--- src/hw/rtl/ftpc_ram.sv ---
module ftpc_ram #(
  parameter int unsigned Width = 8,
  parameter int unsigned Depth = 4
) (
  input  logic                     clk,
  input  logic                     we,
  input  logic [$clog2(Depth)-1:0] waddr,
  input  logic [Width-1:0]         wdata,
  input  logic [$clog2(Depth)-1:0] raddr,
  output logic [Width-1:0]         rdata
);
  logic [Width-1:0] mem [Depth];

  always_ff @(posedge clk) begin
    if (we) begin
      mem[waddr] <= wdata;
    end
    rdata <= mem[raddr];
  end
endmodule

--- config.mk ---
export PLATFORM = sky130hd
export DESIGN_NAME = ftpc_ram
export DESIGN_NICKNAME = d
export VERILOG_FILES = /design/src/hw/rtl/ftpc_ram.sv
export SDC_FILE = /design/constraint.sdc
export NUM_CORES = 1
export LEC_CHECK = 0
export BUFFER_PORTS_ARGS = -buffer_cell sky130_fd_sc_hd__buf_4
export CAP_MARGIN = 20
export CELL_PAD_IN_SITES_DETAIL_PLACEMENT = 0
export CELL_PAD_IN_SITES_GLOBAL_PLACEMENT = 1
export CORE_ASPECT_RATIO = 0.7
export CORE_MARGIN = 4
export CORE_UTILIZATION = 50
export CTS_CLUSTER_DIAMETER = 80
export DETAILED_ROUTE_END_ITERATION = 8
export GPL_TIMING_DRIVEN = 0
export PLACE_DENSITY_LB_ADDON = 0.1
export SLEW_MARGIN = 40
export SYNTH_ARGS = -nofsm -noshare
export SYNTH_HDL_FRONTEND = slang
export SYNTH_SLANG_ARGS = --single-unit
export TNS_END_PERCENT = 50
--- constraint.sdc ---
create_clock -name clk -period 2.5 [get_ports clk]
set_input_delay 0.25 -clock clk [delete_from_list [all_inputs] [get_ports clk]]
set_output_delay 0.25 -clock clk [all_outputs]
set_load 0.005 [all_outputs]
==> metrics.json <==
{
  "die_h_um": 51.5,
  "cts_max_path_buffers": 2,
  "port-buffer-count": 19,
  "die_width_um": 70.1,
  "max_slew.worst_pin.slew_ps": 750,
  "antenna-diode-count": 0,
  "synth_area_leaders": "sky130_fd_sc_hd__edfxtp_1, sky130_fd_sc_hd__mux4_2, sky130_fd_sc_hd__dfxtp_1",
  "final.min_clock_period_ps": 1100,
  "grt_max_degree": 12,
  "layout.cells.non_filler": 115,
  "final_max_slew_viol_count": 0,
  "worst-path-stages": 2,
  "final_nets": 94,
  "critical-path-slowest-cell": "sky130_fd_sc_hd__nor3b_2",
  "critPathCaptureType": "flop",
  "synth_largest_type_area_fraction_pct": 71.2,
  "cts_tree": "done",
  "power_per_cell_area_mw_per_mm2": 763,
  "sw_frac_of_total_pct": 19.0,
  "post-cts-setup-buffer-count": 0,
  "synth.cells.most_frequent": "sky130_fd_sc_hd__edfxtp_1, sky130_fd_sc_hd__dfxtp_1, sky130_fd_sc_hd__mux4_2",
  "routed_wire_length_per_instance_um": 15.9,
  "p_leak_nw": 0.577,
  "final_layout_size_suffix_gt1_share_pct": 43.2,
  "timing.critical_path.max_delay_family": "simple AND/OR/NAND/NOR gates",
  "first_global_vias": 627,
  "critPathBufInv": 1,
  "core_area_mm2": 0.00251,
  "worstPathCellList": "buf_4 -> nor3b_2",
  "grt_usage_pct": 11.9,
  "area.growth.synth_to_final_pct": 20.0,
  "filler_cells": 189,
  "power_frac_comb_pct": 6.5,
  "postCtsResizedCells": 0,
  "seqPwrFrac_pct": 62.1,
  "via_per_instance_ratio": 5.05,
  "power.ir.vdd_worst_mv": 0.424,
  "path_clk_slew_ps": 70,
  "finish.utilization_pct": 64.4,
  "final_hold_viol_count": 0,
  "status": "finished, final reports clean",
  "drv_cap": 0,
  "clock_tree.htree_level_count": 2,
  "drt-pass1-iter-count": 3,
  "reg2reg_depth": 1,
  "timing.critical_path.from_type": "primary input",
  "synth_edf_count": 32,
  "worst_skew_pair.late_latency_ps": 270,
  "syn_area_mm2": 0.00135,
  "hold_path_class": "in2reg",
  "final-seq-area_mm2": 0.00112,
  "power.share.clock_pct": 31.5,
  "finalWeightedCongestion": 0.625,
  "crit_arrival_ps": 1010,
  "floorplan.initialDensity_pct": 53.6,
  "dp_cells": 107,
  "synth-seq-cells": 40,
  "final_period_utilization_pct": 44.0,
  "p_total_mw": 1.24,
  "timing.fmax_ghz": 0.910,
  "hold_path_depth": 1,
  "postSynthNetCount": 68,
  "hold_buffers": 0,
  "route.detailed.drc": 0,
  "critical_path_peak_fanout": 8,
  "total_area_of_multi_input_combinational_cells_um2": 216,
  "critical_path_required_ps": 2410,
  "finClkSkew_ps": 0.752,
  "p_int_mw": 1.00,
  "num_vias": 581,
  "wire_length_of_the_first_global_routing_pass_mm": 3.04,
  "seq_area_frac_synth_pct": 83.1,
  "clock-root-buffer": "sky130_fd_sc_hd__clkbuf_8",
  "grt-ovfl-total": 0,
  "drt-initial-drc-count": 16,
  "route.final.wire_length_mm": 1.83,
  "share_of_flip_flops_with_an_asynchronous_set_or_reset_pct": 0,
  "post-synth-top-count-cell": "sky130_fd_sc_hd__edfxtp_1",
  "critPathKind": "in2reg",
  "floorplan.die_area_mm2": 0.00361,
  "grt_setup_unrepaired": "no",
  "synth.distinct_cells": 8,
  "core.rowCount": 15,
  "max_stage_delay_ps": 630,
  "synth.avg_cell_area_um2": 25.0,
  "number_of_warning_messages_in_the_yosys_log": 0,
  "detail-route-antenna-nets": 0,
  "numCtsBuffers": 5,
  "grt_antenna_before_repair": 0,
  "pin_count": 22,
  "cts.sink_count": 40,
  "setup_violators_final": 0,
  "relative_slew_margins_pct": 49.8,
  "netlist.top_cell.by_area": "sky130_fd_sc_hd__edfxtp_1",
  "totalNegativeSetupSlack_ps": 0,
  "post-route-worst-setup-slack_ps": 1400,
  "p_sw_uw": 235,
  "postSynth.topFlopCell": "sky130_fd_sc_hd__edfxtp_1",
  "worst_slack_at_placement_ps": 1110,
  "synthesis.instances": 54
}
## stage by stage
step	cell area (um^2)	hold slack (ps)
3_3_place_gp	1530	451
4_1_cts	1620	168
6_report	1620	172
2_1_floorplan	1350	349
5_1_grt	1620	159
3_5_place_dp	1540	455
## path summary, 6_finish.rpt
| path | startpoint | endpoint | slack (ps) |
|---|---|---|---|
| worst max-delay path | waddr[0] | mem[0][1] | 1400 |
| worst min-delay path | wdata[6] | mem[3][6] | 170 |
| worst max register to register | mem[3][0] | rdata[0] | 1540 |
| worst min register to register | mem[2][2] | rdata[2] | 550 |
## sequential cells by signal, summed over array words and instances, names as in the netlist
register,flops
mem,32
rdata,8
## routing by layer
metal  vias up  share of wire, %  track usage (%)  wire, um
met1       290                41             13.6       757
met3         2               6.2             5.11       113
met4         0              0.60             4.78        11
met5         -                 0                0         0
li1        274                 -                -         -
met2        15                52             20.1       948
## area by class of cell
class | count | area share [%]
Sequential cell | 40 | 69.2
Buffer | 2 | 1.00
Multi-Input combinational cell | 12 | 13.4
Timing Repair Buffer | 19 | 8.81
Clock inverter | 1 | 0.232
Clock buffer | 7 | 4.71
Tap cell | 34 | 2.63
## layout by cell type (no fill, tap or decap)
cell and count:
sky130_fd_sc_hd__buf_6 1, sky130_fd_sc_hd__buf_4 19, sky130_fd_sc_hd__and3_1 1, sky130_fd_sc_hd__clkinv_1 1
sky130_fd_sc_hd__clkbuf_2 1, sky130_fd_sc_hd__dfxtp_1 8, sky130_fd_sc_hd__and3b_1 2, sky130_fd_sc_hd__edfxtp_1 32
sky130_fd_sc_hd__nor3b_2 1, sky130_fd_sc_hd__clkbuf_1 2, sky130_fd_sc_hd__clkbuf_8 5, sky130_fd_sc_hd__mux4_2 8
## cell families (layout without fill, tap and decap cells)
group                  Yosys count  after routing  synth area share (%)
buffers and inverters            2             29                  1.21
flip-flops                      40             40                  83.1
multiplexers                     8              8                  13.4
AND/OR/NAND/NOR                  4              4                  2.32
## power groups by stage
stage / registers (mW) / logic (mW) / clock network [mW]
global route: 0.771 / 0.0872 / 0.428
detailed placement: 0.782 / 0.0818 / 0
global placement: 0.781 / 0.0793 / 0
CTS: 0.768 / 0.0819 / 0.395
finish: 0.767 / 0.0800 / 0.389
floorplan: 0.782 / 0.0343 / 0
(Power assumes the default switching activity.)
